===== src/rtl/core/adpcm_pkg.sv =====
`default_nettype none

package adpcm_pkg;

  localparam int unsigned REQ_W      = 2;
  localparam int unsigned PRED_W     = 4;
  localparam int unsigned SAMPLE_W   = 16;
  localparam int unsigned BYTE_W     = 8;
  localparam int unsigned NIB_W      = 4;
  localparam int unsigned SHIFT_W    = 5;
  localparam int unsigned POS_W      = 4;
  localparam int unsigned PROD_W     = 2 * SAMPLE_W;
  // Scaled code reaches 2^29 and each product 2^30, so 35 bits never wrap.
  localparam int unsigned SUM_W      = 35;
  localparam int unsigned FRAC_BITS  = 11;
  localparam int unsigned BYTES_PER_FRAME = 9;

  localparam logic [SHIFT_W-1:0] BASE_SHIFT = SHIFT_W'(FRAC_BITS);

  localparam logic [REQ_W-1:0] REQ_LOAD  = 2'd0;
  localparam logic [REQ_W-1:0] REQ_START = 2'd1;
  localparam logic [REQ_W-1:0] REQ_DATA  = 2'd2;

  localparam logic [SAMPLE_W-1:0] SAT_MIN = 16'h8000;
  localparam logic [SAMPLE_W-1:0] SAT_MAX = 16'h7FFF;

  typedef struct packed {
    logic take;  // input item accepted this cycle
    logic mul;   // register the two predictor products
    logic acc0;  // finish the first sample of the byte
    logic acc1;  // finish the second sample of the byte
  } ctrl_cmd_t;

  typedef struct packed {
    logic decode_item;  // offered item is a data byte that carries samples
    logic out_free;     // output register can take a result this cycle
  } dp_status_t;

endpackage

`default_nettype wire


===== src/rtl/core/adpcm_in_if.sv =====
`default_nettype none

interface adpcm_in_if import adpcm_pkg::*; ();
  logic                       valid;
  logic                       ready;
  logic [REQ_W-1:0]           req_type;
  logic [PRED_W-1:0]          predictor_index;
  logic signed [SAMPLE_W-1:0] coef_older;
  logic signed [SAMPLE_W-1:0] coef_newer;
  logic                       clear_history;
  logic signed [SAMPLE_W-1:0] history_older;
  logic signed [SAMPLE_W-1:0] history_newer;
  logic [BYTE_W-1:0]          data_byte;
  logic                       final_frame;

  modport source (
    output valid, req_type, predictor_index, coef_older, coef_newer,
           clear_history, history_older, history_newer, data_byte, final_frame,
    input  ready
  );
  modport sink (
    input  valid, req_type, predictor_index, coef_older, coef_newer,
           clear_history, history_older, history_newer, data_byte, final_frame,
    output ready
  );
endinterface

`default_nettype wire


===== src/rtl/core/adpcm_out_if.sv =====
`default_nettype none

interface adpcm_out_if import adpcm_pkg::*; ();
  logic                       valid;
  logic                       ready;
  logic signed [SAMPLE_W-1:0] sample;
  logic                       last;
  logic                       frame_done;
  logic                       run_done;

  modport source (
    output valid, sample, last, frame_done, run_done,
    input  ready
  );
  modport sink (
    input  valid, sample, last, frame_done, run_done,
    output ready
  );
endinterface

`default_nettype wire


===== src/rtl/core/adpcm_two_tap_frame_decoder_unit.sv =====
`default_nettype none

// Channel   Dir   Modport  Content
// in_i      in    sink     load, start or data byte item
// out_o     out   source   two decoded 16-bit samples per data byte
//
// A data byte that carries samples runs through these steps: the accept cycle also
// registers the two predictor products, then one accumulate step, one product
// step and one accumulate step. The two dependent multiply-accumulate passes
// share the one pair of 16x16 multipliers, so they run one after the other.
// Load, start and header items are taken in the idle state and start no steps.
// Reset is asynchronous and active low; it clears the coefficient table,
// history and frame state.
// A full output register stalls the accumulate steps; a new item is taken
// while the second sample of the previous byte still waits in that register.

module adpcm_two_tap_frame_decoder_unit import adpcm_pkg::*; #(
  parameter int unsigned NUM_PREDICTORS = 16
) (
  input  wire logic   clk_i,
  input  wire logic   rst_ni,
  adpcm_in_if.sink    in_i,
  adpcm_out_if.source out_o
);

  ctrl_cmd_t  cmd;
  dp_status_t status;

  // The controller only sequences the steps of one item; all state that
  // the stream defines (coefficients, history, frame position) lives in the
  // datapath.
  adpcm_ctrl u_ctrl (
    .clk_i      (clk_i),
    .rst_ni     (rst_ni),
    .in_valid_i (in_i.valid),
    .in_ready_o (in_i.ready),
    .status_i   (status),
    .cmd_o      (cmd)
  );

  adpcm_dp #(
    .NUM_PREDICTORS (NUM_PREDICTORS)
  ) u_dp (
    .clk_i             (clk_i),
    .rst_ni            (rst_ni),
    .cmd_i             (cmd),
    .status_o          (status),
    .req_type_i        (in_i.req_type),
    .predictor_index_i (in_i.predictor_index),
    .coef_older_i      (in_i.coef_older),
    .coef_newer_i      (in_i.coef_newer),
    .clear_history_i   (in_i.clear_history),
    .history_older_i   (in_i.history_older),
    .history_newer_i   (in_i.history_newer),
    .data_byte_i       (in_i.data_byte),
    .final_frame_i     (in_i.final_frame),
    .out_ready_i       (out_o.ready),
    .out_valid_o       (out_o.valid),
    .sample_o          (out_o.sample),
    .last_o            (out_o.last),
    .frame_done_o      (out_o.frame_done),
    .run_done_o        (out_o.run_done)
  );

endmodule

`default_nettype wire


===== src/rtl/core/adpcm_ctrl.sv =====
`default_nettype none

module adpcm_ctrl import adpcm_pkg::*; (
  input  wire logic       clk_i,
  input  wire logic       rst_ni,
  input  wire logic       in_valid_i,
  output logic            in_ready_o,
  input  wire dp_status_t status_i,
  output ctrl_cmd_t       cmd_o
);

  localparam logic [1:0] S_IDLE = 2'd0;
  localparam logic [1:0] S_ACC0 = 2'd1;
  localparam logic [1:0] S_MUL1 = 2'd2;
  localparam logic [1:0] S_ACC1 = 2'd3;

  logic [1:0] state_q, state_d;
  logic       take;

  assign in_ready_o = (state_q == S_IDLE);
  assign take       = in_valid_i && in_ready_o;

  always_comb begin
    cmd_o.take = take;
    cmd_o.mul  = (state_q == S_IDLE) || (state_q == S_MUL1);
    cmd_o.acc0 = (state_q == S_ACC0) && status_i.out_free;
    cmd_o.acc1 = (state_q == S_ACC1) && status_i.out_free;
  end

  always_comb begin
    state_d = state_q;
    case (state_q)
      S_IDLE: begin
        if (take && status_i.decode_item) state_d = S_ACC0;
      end
      S_ACC0: begin
        if (status_i.out_free) state_d = S_MUL1;
      end
      S_MUL1: state_d = S_ACC1;
      S_ACC1: begin
        if (status_i.out_free) state_d = S_IDLE;
      end
      default: state_d = S_IDLE;
    endcase
  end

  always_ff @(posedge clk_i or negedge rst_ni) begin
    if (!rst_ni) begin
      state_q <= S_IDLE;
    end else begin
      state_q <= state_d;
    end
  end

  a_decode_starts: assert property (@(posedge clk_i) disable iff (!rst_ni)
    (take && status_i.decode_item) |=> (state_q == S_ACC0))
    else $error("decode byte did not enter first accumulate step");

  a_mul_then_acc: assert property (@(posedge clk_i) disable iff (!rst_ni)
    (state_q == S_MUL1) |=> (state_q == S_ACC1))
    else $error("second product step not followed by accumulate");

  a_stall_holds: assert property (@(posedge clk_i) disable iff (!rst_ni)
    ((state_q == S_ACC0) && !status_i.out_free) |=> (state_q == S_ACC0))
    else $error("first sample left accumulate while output was full");

endmodule

`default_nettype wire


===== src/rtl/core/adpcm_dp.sv =====
`default_nettype none

module adpcm_dp import adpcm_pkg::*; #(
  parameter int unsigned NUM_PREDICTORS = 16
) (
  input  wire logic                       clk_i,
  input  wire logic                       rst_ni,
  input  wire ctrl_cmd_t                  cmd_i,
  output dp_status_t                      status_o,
  input  wire logic [REQ_W-1:0]           req_type_i,
  input  wire logic [PRED_W-1:0]          predictor_index_i,
  input  wire logic signed [SAMPLE_W-1:0] coef_older_i,
  input  wire logic signed [SAMPLE_W-1:0] coef_newer_i,
  input  wire logic                       clear_history_i,
  input  wire logic signed [SAMPLE_W-1:0] history_older_i,
  input  wire logic signed [SAMPLE_W-1:0] history_newer_i,
  input  wire logic [BYTE_W-1:0]          data_byte_i,
  input  wire logic                       final_frame_i,
  input  wire logic                       out_ready_i,
  output logic                            out_valid_o,
  output logic signed [SAMPLE_W-1:0]      sample_o,
  output logic                            last_o,
  output logic                            frame_done_o,
  output logic                            run_done_o
);

  localparam int unsigned IDX_W = (NUM_PREDICTORS > 1) ? $clog2(NUM_PREDICTORS) : 1;

  logic signed [SAMPLE_W-1:0] coef_old_q [NUM_PREDICTORS];
  logic signed [SAMPLE_W-1:0] coef_new_q [NUM_PREDICTORS];

  logic signed [SAMPLE_W-1:0] hist_older_q, hist_newer_q;
  logic [SHIFT_W-1:0]         frame_shift_q;
  logic [PRED_W-1:0]          frame_pred_q;
  logic [POS_W-1:0]           byte_pos_q;
  logic [BYTE_W-1:0]          byte_q;
  logic                       fdone_q, fin_q;
  logic signed [PROD_W-1:0]   p_older_q, p_newer_q;

  logic                       out_valid_q, out_last_q, out_fdone_q, out_rdone_q;
  logic signed [SAMPLE_W-1:0] out_sample_q;

  logic signed [SAMPLE_W-1:0] co_sel, cn_sel;
  logic                       load_ok, pred_ok, is_data, is_header, pos_end;
  logic signed [NIB_W-1:0]    code;
  logic signed [SUM_W-1:0]    code_ext, sum, quot;
  logic signed [SAMPLE_W-1:0] sat;
  logic                       out_free;

  assign is_data   = cmd_i.take && (req_type_i == REQ_DATA);
  assign is_header = is_data && (byte_pos_q == '0);
  assign load_ok   = {1'b0, predictor_index_i} < (PRED_W + 1)'(NUM_PREDICTORS);
  assign pred_ok   = {1'b0, frame_pred_q} < (PRED_W + 1)'(NUM_PREDICTORS);
  assign pos_end   = (byte_pos_q == POS_W'(BYTES_PER_FRAME - 1));
  assign out_free  = !out_valid_q || out_ready_i;

  assign status_o.decode_item = (req_type_i == REQ_DATA) && (byte_pos_q != '0);
  assign status_o.out_free    = out_free;

  // A header naming an absent pair decodes with both coefficients zero.
  always_comb begin
    co_sel = '0;
    cn_sel = '0;
    if (pred_ok) begin
      co_sel = coef_old_q[frame_pred_q[IDX_W-1:0]];
      cn_sel = coef_new_q[frame_pred_q[IDX_W-1:0]];
    end
  end

  always_comb begin
    code     = cmd_i.acc1 ? $signed(byte_q[NIB_W-1:0]) : $signed(byte_q[BYTE_W-1:NIB_W]);
    code_ext = SUM_W'(code);
    sum      = (code_ext <<< frame_shift_q) + SUM_W'(p_older_q) + SUM_W'(p_newer_q);
    quot     = sum >>> FRAC_BITS;
    if (quot[SUM_W-1:SAMPLE_W-1] == {(SUM_W - SAMPLE_W + 1){quot[SAMPLE_W-1]}}) begin
      sat = quot[SAMPLE_W-1:0];
    end else begin
      sat = quot[SUM_W-1] ? SAT_MIN : SAT_MAX;
    end
  end

  always_ff @(posedge clk_i or negedge rst_ni) begin
    if (!rst_ni) begin
      for (int i = 0; i < NUM_PREDICTORS; i++) begin
        coef_old_q[i] <= '0;
        coef_new_q[i] <= '0;
      end
    end else if (cmd_i.take && (req_type_i == REQ_LOAD) && load_ok) begin
      coef_old_q[predictor_index_i[IDX_W-1:0]] <= coef_older_i;
      coef_new_q[predictor_index_i[IDX_W-1:0]] <= coef_newer_i;
    end
  end

  always_ff @(posedge clk_i or negedge rst_ni) begin
    if (!rst_ni) begin
      hist_older_q  <= '0;
      hist_newer_q  <= '0;
      frame_shift_q <= BASE_SHIFT;
      frame_pred_q  <= '0;
      byte_pos_q    <= '0;
    end else begin
      if (cmd_i.take && (req_type_i == REQ_START)) begin
        hist_older_q <= clear_history_i ? '0 : history_older_i;
        hist_newer_q <= clear_history_i ? '0 : history_newer_i;
        byte_pos_q   <= '0;
      end else if (is_header) begin
        frame_shift_q <= BASE_SHIFT + SHIFT_W'(data_byte_i[BYTE_W-1:NIB_W]);
        frame_pred_q  <= data_byte_i[NIB_W-1:0];
        byte_pos_q    <= POS_W'(1);
      end else if (is_data) begin
        byte_pos_q <= pos_end ? '0 : byte_pos_q + POS_W'(1);
      end else if (cmd_i.acc0 || cmd_i.acc1) begin
        hist_older_q <= hist_newer_q;
        hist_newer_q <= sat;
      end
    end
  end

  always_ff @(posedge clk_i) begin
    if (is_data) begin
      byte_q  <= data_byte_i;
      fdone_q <= pos_end;
      fin_q   <= final_frame_i;
    end
    if (cmd_i.mul) begin
      p_older_q <= hist_older_q * co_sel;
      p_newer_q <= hist_newer_q * cn_sel;
    end
  end

  always_ff @(posedge clk_i or negedge rst_ni) begin
    if (!rst_ni) begin
      out_valid_q <= 1'b0;
    end else if (cmd_i.acc0 || cmd_i.acc1) begin
      out_valid_q <= 1'b1;
    end else if (out_ready_i) begin
      out_valid_q <= 1'b0;
    end
  end

  always_ff @(posedge clk_i) begin
    if (cmd_i.acc0 || cmd_i.acc1) begin
      out_sample_q <= sat;
      out_last_q   <= cmd_i.acc1;
      out_fdone_q  <= cmd_i.acc1 && fdone_q;
      out_rdone_q  <= cmd_i.acc1 && fdone_q && fin_q;
    end
  end

  assign out_valid_o  = out_valid_q;
  assign sample_o     = out_sample_q;
  assign last_o       = out_last_q;
  assign frame_done_o = out_fdone_q;
  assign run_done_o   = out_rdone_q;

  a_first_sample: assert property (@(posedge clk_i) disable iff (!rst_ni)
    cmd_i.acc0 |=> (out_valid_q && !out_last_q && !out_fdone_q && !out_rdone_q))
    else $error("first sample of a byte not presented correctly");

  a_second_sample: assert property (@(posedge clk_i) disable iff (!rst_ni)
    cmd_i.acc1 |=> (out_valid_q && out_last_q))
    else $error("second sample of a byte not marked last");

  a_history_shift: assert property (@(posedge clk_i) disable iff (!rst_ni)
    (cmd_i.acc0 || cmd_i.acc1) |=> (hist_older_q == $past(hist_newer_q)))
    else $error("history did not advance with a decoded sample");

endmodule

`default_nettype wire


===== src/flat_wrapper.sv =====
// flat-port wrapper written by rule: the top's interface ports become plain ports
module adpcm_two_tap_frame_decoder_unit_flat import adpcm_pkg::*;
#(
  parameter int unsigned NUM_PREDICTORS = 16
)
  (clk_i, rst_ni, in_i_valid, in_i_req_type, in_i_predictor_index, in_i_coef_older, in_i_coef_newer, in_i_clear_history, in_i_history_older, in_i_history_newer, in_i_data_byte, in_i_final_frame, in_i_ready, out_o_valid, out_o_sample, out_o_last, out_o_frame_done, out_o_run_done, out_o_ready);
  adpcm_in_if in_i_i ();
  adpcm_out_if out_o_i ();
  input  wire logic clk_i;
  input  wire logic rst_ni;
  input wire logic [$bits(in_i_i.valid)-1:0] in_i_valid;
  input wire logic [$bits(in_i_i.req_type)-1:0] in_i_req_type;
  input wire logic [$bits(in_i_i.predictor_index)-1:0] in_i_predictor_index;
  input wire logic [$bits(in_i_i.coef_older)-1:0] in_i_coef_older;
  input wire logic [$bits(in_i_i.coef_newer)-1:0] in_i_coef_newer;
  input wire logic [$bits(in_i_i.clear_history)-1:0] in_i_clear_history;
  input wire logic [$bits(in_i_i.history_older)-1:0] in_i_history_older;
  input wire logic [$bits(in_i_i.history_newer)-1:0] in_i_history_newer;
  input wire logic [$bits(in_i_i.data_byte)-1:0] in_i_data_byte;
  input wire logic [$bits(in_i_i.final_frame)-1:0] in_i_final_frame;
  output wire logic [$bits(in_i_i.ready)-1:0] in_i_ready;
  output wire logic [$bits(out_o_i.valid)-1:0] out_o_valid;
  output wire logic [$bits(out_o_i.sample)-1:0] out_o_sample;
  output wire logic [$bits(out_o_i.last)-1:0] out_o_last;
  output wire logic [$bits(out_o_i.frame_done)-1:0] out_o_frame_done;
  output wire logic [$bits(out_o_i.run_done)-1:0] out_o_run_done;
  input wire logic [$bits(out_o_i.ready)-1:0] out_o_ready;
  assign in_i_i.valid = in_i_valid;
  assign in_i_i.req_type = in_i_req_type;
  assign in_i_i.predictor_index = in_i_predictor_index;
  assign in_i_i.coef_older = in_i_coef_older;
  assign in_i_i.coef_newer = in_i_coef_newer;
  assign in_i_i.clear_history = in_i_clear_history;
  assign in_i_i.history_older = in_i_history_older;
  assign in_i_i.history_newer = in_i_history_newer;
  assign in_i_i.data_byte = in_i_data_byte;
  assign in_i_i.final_frame = in_i_final_frame;
  assign in_i_ready = in_i_i.ready;
  assign out_o_valid = out_o_i.valid;
  assign out_o_sample = out_o_i.sample;
  assign out_o_last = out_o_i.last;
  assign out_o_frame_done = out_o_i.frame_done;
  assign out_o_run_done = out_o_i.run_done;
  assign out_o_i.ready = out_o_ready;
  adpcm_two_tap_frame_decoder_unit #(.NUM_PREDICTORS(NUM_PREDICTORS)) u_core (.clk_i(clk_i), .rst_ni(rst_ni), .in_i(in_i_i), .out_o(out_o_i));
endmodule

===== config.mk =====
export PLATFORM = sky130hd
export DESIGN_NAME = adpcm_two_tap_frame_decoder_unit_flat
export DESIGN_NICKNAME = d
export VERILOG_FILES = /design/src/rtl/core/adpcm_pkg.sv /design/src/rtl/core/adpcm_in_if.sv /design/src/rtl/core/adpcm_out_if.sv /design/src/rtl/core/adpcm_two_tap_frame_decoder_unit.sv /design/src/rtl/core/adpcm_ctrl.sv /design/src/rtl/core/adpcm_dp.sv /design/src/flat_wrapper.sv
export SDC_FILE = /design/constraint.sdc
export NUM_CORES = 2
export LEC_CHECK = 0
export ABC_AREA = 0
export BUFFER_PORTS_ARGS = -buffer_cell sky130_fd_sc_hd__buf_2
export CAP_MARGIN = 20
export CORE_MARGIN = 1
export CORE_UTILIZATION = 40
export CTS_CLUSTER_DIAMETER = 40
export CTS_CLUSTER_SIZE = 24
export DETAILED_ROUTE_END_ITERATION = 7
export SKIP_LAST_GASP = 1
export SLEW_MARGIN = 25
export SYNTH_ARGS = -nofsm -noshare
export SYNTH_HDL_FRONTEND = slang
export SYNTH_SLANG_ARGS = --single-unit

===== constraint.sdc =====
create_clock -name clk_i -period 15.7 [get_ports clk_i]
set_input_delay 4.71 -clock clk_i [delete_from_list [all_inputs] [get_ports clk_i]]
set_output_delay 4.71 -clock clk_i [all_outputs]
set_load 0.005 [all_outputs]

==> flow_summary.ini <==
[cts]
clock_sinks = 653
cts_resized = 0
clk_pin_slew_ns = 0.05
clockBufferDepth = 3
cts_tree = done
htreeDepth = 3
clock_latency_ns = 0.70
cts_setup_buffers = 0
cts_root_buffer = clkbuf_16
cts_buffers = 91
cts_hold_buf = 0

[sta]
tightestPinTransition_ns = 1.11
fin_tns_setup_ns = 0
rsz0062_at_grt = false
hold_violations = 0
slew_violations = 0
skew_ns = 0.0596
relSlewSlack_pct = 25.9
setup_viol = 0
period_needed_ns = 10.30
fin_crit_sh_pct = 65.6
timing.fmax_ghz = 0.0971

[synthesis]
yosys_register_bits = 653
avgSynthCellArea_um2 = 11.8
synthMostInstantiatedCell = inv_1
async_flop_share_pct = 85.8
synth_edf_count = 93
yosys.area.top_type = dfrtp_1
synth_common_cells = inv_1, dfrtp_1, fa_1
ys_types = 85
synth_top_area_share_pct = 27.3
syn_area_um2 = 51100
synthCells = 4329
synth_warnings = 0
seq_area_frac_synth_pct = 32.9
synth_nets = 5175
synthTopCellsByArea = dfrtp_1, fa_1, mux2_2
synth_ff_type = dfrtp_1

[critical_path]
critPathLaunchType = primary input
endpoint = u_core.u_dp.hist_newer_q[1]
critPathRequiredTime_ns = 16.19
path_class = primary input to flip-flop
crit_path_end_kind = flip-flop
worstSetupStartpoint = out_o_ready
rr_worst_depth = 27
rrSetupSlack_ns = 5.87
cpPeakStageDelay_ns = 0.72
cp_cell_sequence = buf_2, nand2b_4, nand2_1, inv_1, mux2_2, nor2_1, a21oi_1, mux2i_1, a21oi_1, a21oi_1, fa_1, inv_1, ha_1, nand4_2, nor4_4, nand2_1, a21oi_1, a21oi_1, nand3_2, a31oi_1, xnor2_2, nand2_1, a21oi_2, nor3_1
timing.rr.start = u_core.u_dp.frame_pred_q[0]
cpMaxStageDelayCell = xnor2_2
r2r_end = u_core.u_dp.p_older_q[31]
cpMostUsedCell = a21oi_1
critPathArrivalTime_ns = 10.79
cp_max_fo = 18

[detailed_routing]
detail_route.wl_per_cell_um = 21.5
viasPerCell = 5.34
route.final.wire_length_mm = 131
num_vias = 32500
drc = 0
first_iter_violations = 1855
firstDrtPassIters = 7
ant_nets = 0

[status]
outcome = finished, final reports clean

[floorplanning]
core_um2 = 126000
row_count = 130
die_y_um = 359
die_w_um = 359
die-area_um2 = 129000
start_util_pct = 40.5
io_pins = 105

[finish]
layout.nets = 5208
n_fill_cell = 11800
finalCoreUtilization_pct = 44.8
area_growth_syn_to_layout_pct = 10.6
drive_gt1_share_pct = 24.0

[global_route]
grt_pass1_wl_mm = 206
antenna_found_initial = 17
first_global_vias = 34800
grt_max_degree = 149
grt-ovfl-total = 0
grt_use_total_pct = 20.7

[placed_design]
io_buffer_count = 104
hpwl_mm = 92.1
gp_congestion = 0.896

[worst_hold_path]
min_path_type = flip-flop to flip-flop
hold-path-cell-count = 1

[job]
drv_cap = 0
## worst min path at each step
stage | startpoint | to | slack [ns]
after floorplan | u_core.u_dp.coef_new_q[223] | u_core.u_dp.coef_new_q[223] | 0.47
after global placement | u_core.u_dp.coef_new_q[15] | u_core.u_dp.coef_new_q[15] | 0.48
after detailed placement | u_core.u_dp.coef_new_q[87] | u_core.u_dp.coef_new_q[87] | 0.49
after CTS | u_core.u_dp.coef_new_q[87] | u_core.u_dp.coef_new_q[87] | 0.50
after global routing | u_core.u_dp.coef_new_q[87] | u_core.u_dp.coef_new_q[87] | 0.51
final | u_core.u_dp.coef_new_q[131] | u_core.u_dp.coef_new_q[131] | 0.50
## layout by cell type, fill, tap and decap left out, types with 7 or more instances in the layout
cell	instances
and2_1	283
or2_2	10
buf_4	51
nand2_1	313
o21bai_1	11
edfxtp_1	93
a31oi_1	12
xor2_1	23
inv_1	669
mux2i_1	24
nand2_2	10
o21ai_0	71
ha_1	205
a211oi_1	8
nor3_1	40
clkinvlp_4	13
mux4_2	158
a21oi_1	114
nand3_1	25
clkbuf_16	92
o22ai_1	18
clkinv_4	7
buf_2	103
clkbuf_8	9
o21a_1	12
mux2_2	522
bufinv_16	7
and3_1	11
inv_6	10
clkinv_2	11
xnor2_1	69
nor2_1	96
nand4_1	10
nor2b_1	25
dfrtp_1	553
a21o_1	36
fa_1	557
nor3b_1	23
## state kept, by name (all words and copies together) (netlist names), 2 cells and up
register / flops
u_core.u_dp.coef_old_q: 256
u_core.u_dp.coef_new_q: 256
u_core.u_dp.frame_shift_q: 5
u_core.u_dp.p_newer_q: 32
u_core.u_dp.hist_older_q: 16
u_core.u_dp.byte_pos_q: 4
u_core.u_ctrl.state_q: 2
u_core.u_dp.p_older_q: 32
u_core.u_dp.frame_pred_q: 4
u_core.u_dp.byte_q: 8
u_core.u_dp.sample_o: 16
u_core.u_dp.hist_newer_q: 16
## layer usage
layer	GRT usage, %	part of all wire (%)	up-vias
met3	5.33	6.7	186
met5	0	0.078	-
met4	4.62	1.9	16
met2	33.4	47	747
li1	-	-	14300
met1	28.2	44	17200
## per-stage QoR
| step | std cells | hold slack (ns) | area [µm²] | worst slack, ns |
|---|---|---|---|---|
| after floorplan | 4329 | 0.474 | 51100 | 6.34 |
| after global placement | 5918 | 0.481 | 53300 | 4.96 |
| after detailed placement | 5918 | 0.487 | 53300 | 4.84 |
| after CTS | 6082 | 0.500 | 56500 | 5.49 |
| after global routing | 6086 | 0.505 | 56600 | 5.00 |
| final | 6089 | 0.498 | 56600 | 5.40 |
## critical path, delay by kind of cell
kind / cells / cell delay [ns]
simple gates: 9 / 1.61
fa+ha+maj: 2 / 0.91
buf+inv: 3 / 0.27
mux: 2 / 0.49
compound gates: 7 / 2.08
xor+xnor: 1 / 0.72
## kinds of logic after synthesis
kind of cell	Yosys count	synth area share (%)
fa+ha+maj	762	26.8
compound gates	346	4.31
simple gates	881	8.77
xor+xnor	94	1.64
mux	705	19.0
flops	653	32.9
buf+inv	888	6.61
## layout make-up
type,instances,area (µm²),area share [%]
clock inverters,59,731,1.29
multi-input cells,2788,31000,54.8
flip-flops and latches,653,16800,29.7
clock buffers,105,2440,4.32
repair buffers,158,972,1.72
well taps,1650,2060,3.65
inverters,670,2510,4.45
diodes,6,15.0,0.0265
Power is not shown: default switching activity piles up to over one toggle a cycle in this logic, so the estimate is an artifact.
